## src/hdl/pot_pkg.sv

```systemverilog
// Shared types and constants for the prescaled overflow timer.
package pot_pkg;

  // Run state codes.
  localparam logic [1:0] RS_OFF      = 2'd0;
  localparam logic [1:0] RS_TIMEOUT  = 2'd1;
  localparam logic [1:0] RS_INTERVAL = 2'd2;

  // Configuration register indexes.
  localparam logic [1:0] REG_REPEAT_MODE = 2'd0;
  localparam logic [1:0] REG_PERIOD_SEC  = 2'd1;
  localparam logic [1:0] REG_PERIOD_VAL  = 2'd2;

  // Field widths.
  localparam int unsigned CODE_W = 4;
  localparam int unsigned DIV_W  = 14;
  localparam int unsigned CNT_W  = 8;
  localparam int unsigned OVF_W  = 15;
  localparam int unsigned SOVF_W = 14;

  // Clock rate the period ladder is written for.
  localparam int unsigned BASE_KHZ = 16000;
  // Microseconds per second, applied in seconds mode.
  localparam logic [31:0] USEC_PER_SEC = 32'd1000000;
  // ceil(2^32 / 125): exact floor division by 125 for operands below 2^25.
  localparam logic [25:0] RECIP_125 = 26'd34359739;

  // Cycles from a configuration write until the period pipeline is settled.
  localparam logic [2:0] SETTLE_CYCLES = 3'd4;

  // Prescaler code and counts taken by a start request.
  typedef struct packed {
    logic [CODE_W-1:0] code;
    logic [SOVF_W-1:0] ovf;
    logic [CNT_W-1:0]  rem;
  } period_plan_t;

  // One result item.
  typedef struct packed {
    logic              fired;
    logic              running;
    logic [CODE_W-1:0] code;
    logic [CNT_W-1:0]  count;
  } result_t;

endpackage

```

## src/hdl/prescaled_overflow_timer.sv

```systemverilog
// Prescaled overflow timer: a long-period timer from a prescaler and an 8-bit counter.
//
// Usage:
//   Input channel (in_valid_i / in_stall_o) carries one request per CPU clock tick:
//   start_req_i, stop_i and tick_i. Output channel (out_valid_o / out_stall_i)
//   returns one result per request: fired, running, prescale code and counter.
//   Configuration channel (cfg_valid_i / cfg_ready_o) writes repeat mode (0),
//   seconds mode (1) and period value (2) by index; write only while idle.
// Results and throughput:
//   An accepted request's result is registered in the result register (or the
//   skid slot while the receiver stalls); one request per cycle is sustained
//   while nothing stalls, set by the single state update before that register.
//   The period plan (prescaler code, overflow count, remainder) is worked out
//   from the registers by a four-stage pipeline (scale, divide, seconds
//   multiply, threshold ladder); in_stall_o stays high after each configuration
//   write and after reset until that pipeline settles.
// Stalls:
//   A result register plus a one-entry skid buffer let one more request in
//   while the receiver stalls; after that in_stall_o stays high until the
//   receiver takes the held result. Reset clears the timer to off with all counts zero.
module prescaled_overflow_timer
  import pot_pkg::*;
#(
  parameter int unsigned CLOCK_KHZ = 16000
) (
  input  logic              clk_i,
  input  logic              rst_ni,
  // request channel
  input  logic              in_valid_i,
  output logic              in_stall_o,
  input  logic              start_req_i,
  input  logic              stop_i,
  input  logic              tick_i,
  // result channel
  output logic              out_valid_o,
  input  logic              out_stall_i,
  output logic              fired_o,
  output logic              running_o,
  output logic [CODE_W-1:0] prescale_select_o,
  output logic [CNT_W-1:0]  count_now_o,
  // configuration channel
  input  logic              cfg_valid_i,
  output logic              cfg_ready_o,
  input  logic [1:0]        cfg_index_i,
  input  logic [31:0]       cfg_data_i
);

  // ---------------------------------------------------------------------
  // Configuration registers
  // ---------------------------------------------------------------------
  logic        repeat_mode_q;
  logic        period_sec_q;
  logic [31:0] period_val_q;
  logic [2:0]  settle_q;
  logic        cfg_wr;

  assign cfg_ready_o = 1'b1;
  assign cfg_wr      = cfg_valid_i && cfg_ready_o;

  always_ff @(posedge clk_i or negedge rst_ni) begin
    if (!rst_ni) begin
      repeat_mode_q <= 1'b0;
      period_sec_q  <= 1'b0;
      period_val_q  <= '0;
      settle_q      <= SETTLE_CYCLES;
    end else begin
      if (cfg_wr) begin
        case (cfg_index_i)
          REG_REPEAT_MODE: repeat_mode_q <= cfg_data_i[0];
          REG_PERIOD_SEC:  period_sec_q  <= cfg_data_i[0];
          REG_PERIOD_VAL:  period_val_q  <= cfg_data_i;
          default: ;
        endcase
        settle_q <= SETTLE_CYCLES;
      end else if (settle_q != 3'd0) begin
        settle_q <= settle_q - 3'd1;
      end
    end
  end

  // ---------------------------------------------------------------------
  // Period plan pipeline
  // ---------------------------------------------------------------------
  // Stage 1: scale by the clock rate (product wraps modulo 2^32).
  logic [31:0] s1_val_q, s1_prod_q;
  // Stage 2: divide the scaled product by 16000 (shift by 7, reciprocal of 125); bypassed at 16000 kHz.
  logic [31:0] s2_val_q;
  // Stage 3: seconds product (wraps modulo 2^32).
  logic [31:0] s3_val_q, s3_sec_q;
  // Stage 4: threshold ladder result.
  period_plan_t plan_q, plan_d;

  logic [24:0] div_num;
  logic [50:0] div_prod;
  logic [31:0] scaled;

  assign div_num  = s1_prod_q[31:7];
  assign div_prod = {26'd0, div_num} * {25'd0, RECIP_125};
  assign scaled   = (CLOCK_KHZ == BASE_KHZ) ? s1_val_q : {13'd0, div_prod[50:32]};

  always_ff @(posedge clk_i) begin
    s1_val_q  <= period_val_q;
    s1_prod_q <= 32'(CLOCK_KHZ) * period_val_q;
    s2_val_q  <= scaled;
    s3_val_q  <= s2_val_q;
    s3_sec_q  <= s2_val_q * USEC_PER_SEC;
    plan_q    <= plan_d;
  end

  // Pick the prescaler code by the highest set bit of the period; seconds mode always uses code 15.
  always_comb begin
    logic [31:0] v;
    logic [31:0] sh;
    logic [7:0]  lo;
    v  = s3_val_q;
    lo = v[7:0];
    sh = '0;
    plan_d = '0;
    if (period_sec_q) begin
      plan_d.code = 4'd15;
      plan_d.ovf  = s3_sec_q[31:18];
      plan_d.rem  = 8'd255 - s3_sec_q[17:10];
    end else if (v[31:18] != '0) begin
      plan_d.code = 4'd15;
      plan_d.ovf  = v[31:18];
      plan_d.rem  = 8'd255 - v[17:10];
    end else if (v[17:8] != '0) begin
      // ascending scan: the highest set bit wins
      for (int k = 8; k <= 17; k++) begin
        if (v[k]) begin
          sh          = v >> (k - 7);
          plan_d.code = CODE_W'(k - 2);
          plan_d.rem  = 8'd255 - sh[7:0];
        end
      end
    end else if (v[7]) begin
      plan_d.code = 4'd5;
      plan_d.rem  = 8'd0 - lo;
    end else if (v[6]) begin
      plan_d.code = 4'd4;
      plan_d.rem  = 8'd0 - {lo[6:0], 1'b0};
    end else if (v[5]) begin
      plan_d.code = 4'd3;
      plan_d.rem  = 8'd0 - {lo[5:0], 2'b0};
    end else if (v[4]) begin
      plan_d.code = 4'd2;
      plan_d.rem  = 8'd0 - {lo[4:0], 3'b0};
    end else begin
      plan_d.code = 4'd1;
      plan_d.rem  = 8'd0 - {lo[3:0], 4'b0};
    end
  end

  // ---------------------------------------------------------------------
  // Timer state
  // ---------------------------------------------------------------------
  logic [1:0]        run_state_q, run_state_d;
  logic [CODE_W-1:0] code_q, code_d;
  logic [DIV_W-1:0]  prescale_div_q, prescale_div_d;
  logic [CNT_W-1:0]  count_q, count_d;
  logic [OVF_W-1:0]  ovf_left_q, ovf_left_d;
  logic [CNT_W-1:0]  rem_left_q, rem_left_d;
  logic [SOVF_W-1:0] saved_ovf_q, saved_ovf_d;
  logic [CNT_W-1:0]  saved_rem_q, saved_rem_d;

  logic    skid_valid_q;
  logic    out_valid_q;
  result_t out_q, skid_q, res;
  logic    in_acc, out_acc;

  // Hold off requests while the plan settles or the skid slot is full.
  assign in_stall_o = skid_valid_q || (settle_q != 3'd0);
  assign in_acc     = in_valid_i && !in_stall_o;
  assign out_acc    = out_valid_q && !out_stall_i;

  always_comb begin
    logic [OVF_W-1:0] limit;
    logic [OVF_W-1:0] div_inc;
    run_state_d    = run_state_q;
    code_d         = code_q;
    prescale_div_d = prescale_div_q;
    count_d        = count_q;
    ovf_left_d     = ovf_left_q;
    rem_left_d     = rem_left_q;
    saved_ovf_d    = saved_ovf_q;
    saved_rem_d    = saved_rem_q;
    res            = '0;

    // Start: take the settled plan; ignore a zero period.
    if (in_acc && start_req_i && (period_val_q != '0)) begin
      code_d         = plan_q.code;
      saved_ovf_d    = plan_q.ovf;
      saved_rem_d    = plan_q.rem;
      ovf_left_d     = {1'b0, plan_q.ovf} + OVF_W'(1);
      rem_left_d     = plan_q.rem;
      count_d        = '0;
      prescale_div_d = '0;
      run_state_d    = repeat_mode_q ? RS_INTERVAL : RS_TIMEOUT;
    end

    // Stop wins over a start in the same request.
    if (in_acc && stop_i) begin
      run_state_d = RS_OFF;
    end

    limit   = (code_d == '0) ? OVF_W'(1) : (OVF_W'(1) << (code_d - CODE_W'(1)));
    div_inc = {1'b0, prescale_div_d} + OVF_W'(1);

    // Advance the prescaler, then the counter; on a wrap count overflows down.
    if (in_acc && tick_i && (run_state_d != RS_OFF)) begin
      if (div_inc >= limit) begin
        prescale_div_d = '0;
        count_d        = count_d + CNT_W'(1);
        if (count_d == '0) begin
          if (ovf_left_d != '0) begin
            ovf_left_d = ovf_left_d - OVF_W'(1);
          end
          if (ovf_left_d == '0) begin
            if (rem_left_d != '0) begin
              count_d    = rem_left_d;
              rem_left_d = '0;
            end else begin
              res.fired = 1'b1;
              if (run_state_d == RS_TIMEOUT) begin
                run_state_d = RS_OFF;
              end else if (saved_ovf_d == '0) begin
                count_d    = saved_rem_d;
                rem_left_d = '0;
              end else begin
                ovf_left_d = {1'b0, saved_ovf_d};
                rem_left_d = saved_rem_d;
              end
            end
          end
        end
      end else begin
        prescale_div_d = div_inc[DIV_W-1:0];
      end
    end

    res.running = (run_state_d != RS_OFF);
    res.code    = code_d;
    res.count   = count_d;
  end

  always_ff @(posedge clk_i or negedge rst_ni) begin
    if (!rst_ni) begin
      run_state_q    <= RS_OFF;
      code_q         <= '0;
      prescale_div_q <= '0;
      count_q        <= '0;
      ovf_left_q     <= '0;
      rem_left_q     <= '0;
      saved_ovf_q    <= '0;
      saved_rem_q    <= '0;
    end else begin
      run_state_q    <= run_state_d;
      code_q         <= code_d;
      prescale_div_q <= prescale_div_d;
      count_q        <= count_d;
      ovf_left_q     <= ovf_left_d;
      rem_left_q     <= rem_left_d;
      saved_ovf_q    <= saved_ovf_d;
      saved_rem_q    <= saved_rem_d;
    end
  end

  // ---------------------------------------------------------------------
  // Result register and skid slot
  // ---------------------------------------------------------------------
  always_ff @(posedge clk_i or negedge rst_ni) begin
    if (!rst_ni) begin
      out_valid_q  <= 1'b0;
      skid_valid_q <= 1'b0;
    end else begin
      if (!out_valid_q || out_acc) begin
        if (skid_valid_q) begin
          out_valid_q  <= 1'b1;
          skid_valid_q <= 1'b0;
        end else begin
          out_valid_q <= in_acc;
        end
      end else if (in_acc) begin
        skid_valid_q <= 1'b1;
      end
    end
  end

  always_ff @(posedge clk_i) begin
    if (!out_valid_q || out_acc) begin
      out_q <= skid_valid_q ? skid_q : res;
    end else if (in_acc) begin
      skid_q <= res;
    end
  end

  assign out_valid_o       = out_valid_q;
  assign fired_o           = out_q.fired;
  assign running_o         = out_q.running;
  assign prescale_select_o = out_q.code;
  assign count_now_o       = out_q.count;

  // ---------------------------------------------------------------------
  // Assertions
  // ---------------------------------------------------------------------
  logic [OVF_W-1:0] cur_limit;
  assign cur_limit = (code_q == '0) ? OVF_W'(1) : (OVF_W'(1) << (code_q - CODE_W'(1)));

  // The skid slot is only used behind a held result.
  a_skid_behind_out: assert property (@(posedge clk_i) disable iff (!rst_ni)
    skid_valid_q |-> out_valid_q)
    else $error("skid slot full with empty result register");

  // After every accepted request the result register holds a valid result on the next cycle.
  a_accept_gives_result: assert property (@(posedge clk_i) disable iff (!rst_ni)
    in_acc |=> out_valid_q)
    else $error("accepted request produced no result");

  // The prescaler count stays below its divisor while running.
  a_div_in_range: assert property (@(posedge clk_i) disable iff (!rst_ni)
    (run_state_q != RS_OFF) |-> ({1'b0, prescale_div_q} < cur_limit))
    else $error("prescaler count out of range");

endmodule

```

## config.mk

```make
export PLATFORM = sky130hd
export DESIGN_NAME = prescaled_overflow_timer
export DESIGN_NICKNAME = d
export VERILOG_FILES = /design/src/hdl/pot_pkg.sv /design/src/hdl/prescaled_overflow_timer.sv
export SDC_FILE = /design/constraint.sdc
export NUM_CORES = 1
export LEC_CHECK = 0
export BUFFER_PORTS_ARGS = -buffer_cell sky130_fd_sc_hd__buf_2
export CORE_ASPECT_RATIO = 1.75
export CORE_MARGIN = 5
export CORE_UTILIZATION = 50
export CTS_CLUSTER_SIZE = 10
export DETAILED_ROUTE_END_ITERATION = 8
export PLACE_DENSITY = 0.75
export SLEW_MARGIN = 10
export SYNTH_ARGS = -nofsm -noshare
export SYNTH_HDL_FRONTEND = slang
export SYNTH_SLANG_ARGS = --single-unit
```

## constraint.sdc

```tcl
create_clock -name clk_i -period 13.3 [get_ports clk_i]
set_clock_uncertainty 0.15 [all_clocks]
set_input_delay 3.325 -clock clk_i [delete_from_list [all_inputs] [get_ports clk_i]]
set_output_delay 3.325 -clock clk_i [all_outputs]
set_load 0.01 [all_outputs]
```

==> results.json, run 1 <==
{
  "status": "complete, no violations",
  "yosysSeqAreaShare_pct": 40.7,
  "crit_type": "in -> reg",
  "post_drt_wl_per_cell_um": 18.0,
  "finalSetupViolations": 0,
  "synth.top_cells.by_area": "dfxtp_1 18%, dfrtp_1 17%, fa_1 8.2%",
  "grt_setup_unrepaired": "no",
  "wl_met2_mm": 20.3,
  "worst_hold_path_type": "reg -> reg",
  "post_cts_buffers": 0,
  "postCtsHoldBufs": 0,
  "grt_pass1_wl_mm": 61.8,
  "yosysTopAreaCellShare_pct": 18.0,
  "syn_area_per_cell_um2": 9.97,
  "ys_types": 93,
  "synth_flop_cell": "dfxtp_1",
  "gr-usage-all-layers_pct": 20.9,
  "cts_resized": 0,
  "clk_pin_slew_worst_paths_ns": 0.06,
  "dieArea_um2": 35900,
  "chipHeight_um": 247,
  "hold_ws_ns": 0.167,
  "drt-initial-drc-count": 744,
  "clockRootBuffer": "clkbuf_16",
  "hold_viol": 0,
  "syn_inst": 1610,
  "whs_path_depth": 0,
  "first_pass_iters": 5,
  "synth.cell_area_um2": 16100,
  "area_growth_pct": 9.25,
  "portBuffers": 57,
  "cp_max_fo": 61,
  "via_count": 11839,
  "synth_area_leader_cell": "dfxtp_1",
  "wl_met3_mm": 1.35,
  "nets": 1839,
  "worst_pin_slew_ns": 1.30,
  "slew_violations": 0,
  "cts.sinks": 284,
  "grt_pass1_vias": 12338,
  "top_layer_used": "met4",
  "cp.arrival_ns": 9.55,
  "h-tree-depth": 2,
  "setup_tns_ns": 0,
  "rows": 86,
  "ant_nets": 0,
  "routed_via_density": 5.74,
  "cp-end-kind": "flip-flop",
  "syn_nets": 1807,
  "cts_tree": "done",
  "core-area_um2": 31600,
  "grt_max_degree": 69,
  "num_antenna_cells": 0,
  "drt-met1-wl_mm": 13.5,
  "utilization_pct": 55.4,
  "worstSetupStartpointType": "input pin",
  "async_flop_share_pct": 39.4,
  "r2r_cells": 24,
  "start_util_pct": 50.7,
  "hpwl_mm": 28.0,
  "grt_antenna_before_repair": 0,
  "routed_wl_mm": 37.0,
  "relSlewSlack_pct": 13.2,
  "gr-total-overflow": 0,
  "timing.fmax_mhz": 108,
  "gp_congestion": 0.952,
  "synth_warnings": 0,
  "drc": 0,
  "period_share_pct": 69.9,
  "min_period_ns": 9.30,
  "worstSkewPairLatency_ns": 0.52,
  "required_ns": 13.54,
  "cap_violations": 0,
  "synth-seq-cells": 284,
  "synth_edf_count": 28,
  "die_width_um": 145,
  "drive_above_1_share_pct": 13.2,
  "cts_buffers": 34,
  "clk_path_buf_depth": 3,
  "ios": 59
}
## cell usage in the layout (no fill, tap or decap), drive strengths merged, types with 19 or more instances in the layout
| cell type | netlist | layout |
|---|---|---|
| nand2 | 157 | 157 |
| inv | 151 | 153 |
| dfxtp | 144 | 144 |
| dfrtp | 111 | 111 |
| nor2 | 103 | 103 |
| ha | 89 | 89 |
| a21oi | 87 | 87 |
| mux2 | 81 | 81 |
| o21ai | 79 | 79 |
| fa | 66 | 66 |
| buf | 20 | 62 |
| clkbuf | 46 | 55 |
| xnor2 | 52 | 52 |
| nor3 | 36 | 36 |
| nand3 | 30 | 30 |
| mux2i | 29 | 29 |
| edfxtp | 28 | 28 |
| nor4 | 24 | 24 |
| and3 | 23 | 23 |
| o22ai | 21 | 21 |
| a211oi | 19 | 19 |
## metrics by stage
step	worst slack, ns	area (um2)	std cells
3_5_place_dp	3.57	16600	2002
6_report	4.00	17500	2061
2_1_floorplan	4.59	16100	1610
3_3_place_gp	3.68	16600	2002
5_1_grt	3.53	17500	2061
4_1_cts	4.11	17500	2061
## critical path, stage by stage
cell and delay (ns):
buf_2 0.10, nor3b_4 0.17, o211ai_4 0.12, buf_4 0.57, and2_1 0.29, ha_1 0.24, and3_1 0.25, and3_1 0.25
and3_1 0.25, and3_1 0.24, nand2_1 0.07, nor2_1 0.28, xnor2_1 0.11, ha_1 0.28, o221a_2 0.17, o21ai_0 0.07
a31oi_1 0.21, o21ai_0 0.11, nand2b_1 0.52, and2_1 0.29, nand2_1 0.33, or4b_4 0.77, o31ai_4 0.31, mux2_2 0.19
## cells by family (layout without fill, tap and decap cells)
| family | Yosys count | in the layout | synth area share (%) |
|---|---|---|---|
| multiplexers | 110 | 110 | 7.72 |
| buffers and inverters | 219 | 274 | 5.53 |
| XOR/XNOR | 70 | 70 | 3.82 |
| flip-flops | 284 | 284 | 40.7 |
| other | 1 | 1 | 0.0234 |
| adder cells (fa/ha/maj) | 155 | 155 | 15.2 |
| AND/OR/NAND/NOR | 472 | 472 | 14.9 |
| AO/OA/AOI/OAI | 299 | 299 | 12.2 |
## sequential cells by signal, summed over array words and instances, names as in the netlist, 14 cells and up
signal,cells
period_val_q,32
s1_val_q,32
s3_val_q,32
s3_sec_q,22
saved_ovf_q,14
skid_q,14
s2_val_q,32
ovf_left_q,15
prescale_div_q,14
plan_q,26
## worst paths after layout
check	startpoint	to	slack (ns)
setup / recovery	in_valid_i	count_now_o[2]	4.00
hold reg to reg	s1_val_q[15]	s2_val_q[15]	0.17
setup reg to reg	period_val_q[1]	count_now_o[2]	5.52
max in group asynchronous	rst_ni	saved_ovf_q[11]	8.96
hold / removal	s1_val_q[15]	s2_val_q[15]	0.17
min in group asynchronous	rst_ni	period_sec_q	2.68
## Yosys cell counts, types with 12 or more instances
cell type / count
o21ai_0: 76
inv_1: 151
nor2b_1: 14
nor2_1: 101
and3_1: 23
edfxtp_1: 28
and2_1: 14
fa_1: 66
nand3b_1: 12
clkbuf_1: 46
a21oi_1: 86
nor4_1: 22
dfrtp_1: 111
a211oi_1: 19
xor2_1: 18
xnor2_1: 52
nand2_1: 157
nand3_1: 28
dfxtp_1: 144
nor3_1: 36
nand4_1: 15
ha_1: 89
mux2i_1: 27
o22ai_1: 15
o211ai_1: 14
mux2_2: 78
## layout make-up
class,count,area (um2)
fill,2791,14100
multi-input combinational,1107,8650
sequential,284,6530
clock buffer,55,930
inverter,153,574
tap,396,495
timing repair buffer,62,325
clock inverter,4,38.8
## metal layers
layer,track usage (%),up-vias
met5,0,-
met4,10.2,0
met3,2.84,100
met2,40.4,297
met1,22.0,5799
li1,-,5643
Power of run 1 is left out: the tool's default activity adds up to more than one toggle a clock period on the data nets, which glitch-free logic cannot reach.
==> run 2: changes to the inputs <==
PLACE_DENSITY = 0.77   (was 0.75)
clock period = 7.7 ns   (was 13.3 ns; I/O delays follow)
==> results.json, run 2 (synthesis gave the netlist of run 1 again) <==
{
  "drt-initial-drc-count": 688,
  "post_drt_wl_per_cell_um": 17.9,
  "grt_antenna_before_repair": 0,
  "startpoint": "in_valid_i",
  "grt_setup_unrepaired": "no",
  "required_ns": 7.82,
  "cp_max_fo": 9,
  "status": "complete, no violations",
  "gp_congestion": 0.920,
  "clockRootBuffer": "clkbuf_16",
  "clk_path_buf_depth": 3,
  "post_cts_buffers": 0,
  "slew_violations": 0,
  "start_util_pct": 50.7,
  "regToRegEndpoint": "running_o",
  "cts_resized": 0,
  "num_antenna_cells": 0,
  "cp-end-kind": "flip-flop",
  "final_common_cell": "nand2_1",
  "routed_wl_mm": 36.9,
  "grt_pass1_vias": 12226,
  "reg2reg_from": "period_val_q[24]",
  "ios": 59,
  "cts_tree": "done",
  "first_pass_iters": 7,
  "core-area_um2": 31600,
  "die_width_um": 145,
  "routed_via_density": 5.74,
  "rows": 86,
  "cp.arrival_ns": 6.67,
  "postCtsHoldBufs": 0,
  "portBuffers": 57,
  "cp_slowest_cell": "nor3b_4",
  "grt_pass1_wl_mm": 61.5,
  "cts_buffers": 34,
  "reg2reg_setup_slack_ns": 1.21,
  "worstSetupStartpointType": "input pin",
  "endpoint": "running_o",
  "ant_nets": 0,
  "via_count": 11859,
  "crit_type": "in -> reg",
  "hpwl_mm": 27.8,
  "drc": 0,
  "crit_path_max_incr_delay_ns": 0.35,
  "nets": 1844,
  "most-common-layout-cells": "157 x nand2_1, 151 x inv_1, 144 x dfxtp_1, 111 x dfrtp_1, 101 x nor2_1",
  "worstSkewPairLatency_ns": 0.52,
  "cts.sinks": 284,
  "h-tree-depth": 2,
  "timing.fmax_mhz": 153,
  "setup_tns_ns": 0,
  "gr-usage-all-layers_pct": 20.8,
  "dieArea_um2": 35900,
  "grt_max_degree": 66,
  "crit_chain": "buf_2 > nor3b_4 > o211ai_4 > and2_1 > ha_1 > and3_1 > and3_1 > and3_1 > and3_1 > xnor2_1 > nor2_1 > ha_1 > o21a_1 > o221a_2 > o21ai_0 > a31oi_1 > nor3_1 > nor2_1 > buf_4 > nor2b_1 > nand3_1 > nor3_1 > o21ai_1 > mux2_2",
  "relSlewSlack_pct": 32.4,
  "gr-total-overflow": 0,
  "period_share_pct": 85.0,
  "finalSetupViolations": 0,
  "cp_common_cell": "and3_1",
  "cap_violations": 0,
  "worst_pin_slew_ns": 1.01,
  "area_growth_pct": 9.72,
  "clk_pin_slew_worst_paths_ns": 0.06,
  "worst_hold_path_type": "reg -> reg",
  "drive_above_1_share_pct": 13.5,
  "r2r_cells": 24,
  "hold_viol": 0,
  "min_period_ns": 6.55,
  "chipHeight_um": 247
}
==> run 2: cell count changes in the layout (fill, tap and decap cells not counted) <==
cell / before / now
clkbuf_8: 0 / 1
inv_6: 2 / 0
buf_4: 6 / 11
clkbuf_16: 34 / 35
clkinv_8: 1 / 2
==> run 2: layout make-up <==
cell class,count,area [um2]
inverter,153,574
clock inverter,3,37.5
timing repair buffer,67,363
tap,396,495
multi-input combinational,1107,8650
sequential,284,6530
fill,2767,14000
clock buffer,57,968
==> run 2: worst min-delay path by stage <==
stage	start	to	slack, ns	depth (start not counted)
final	s1_val_q[12]	s2_val_q[12]	0.15	0
after CTS	s1_val_q[12]	s2_val_q[12]	0.15	0
after global routing	s1_val_q[12]	s2_val_q[12]	0.16	0
after detailed placement	s1_val_q[0]	s2_val_q[0]	0.16	0
after floorplan	s1_val_q[0]	s2_val_q[0]	0.16	0
after global placement	s1_val_q[22]	s2_val_q[22]	0.16	0
==> run 2: through the flow <==
stage	instance area (um2)	setup WS, ns	cells	utilization [%]	hold slack [ns]
after global placement	16600	0.750	2007	52.5	0.160
after global routing	17600	0.680	2067	55.7	0.161
final	17600	1.15	2067	55.7	0.147
after floorplan	16100	0.394	1610	-	0.160
after CTS	17600	1.16	2067	55.7	0.152
after detailed placement	16600	0.623	2007	52.5	0.162
==> run 2: worst max-delay path, delay by kind of cell <==
kind	cells	cell delay [ns]
AOI/OAI and AO/OA	6	0.93
and+or+nand+nor	12	2.63
buffers and inverters	2	0.25
muxes	1	0.27
xor gates and xnor gates	1	0.14
adders and majority gates	2	0.51
==> run 2: routing by layer <==
metal	GRT usage, %	part of all wire [%]	wire [um]
met3	2.84	4.3	1570
met5	0	0	0
met2	39.3	54	19900
met1	22.2	36	13500
met4	11.1	5.5	2020
Power of run 2 is left out for the same reason.
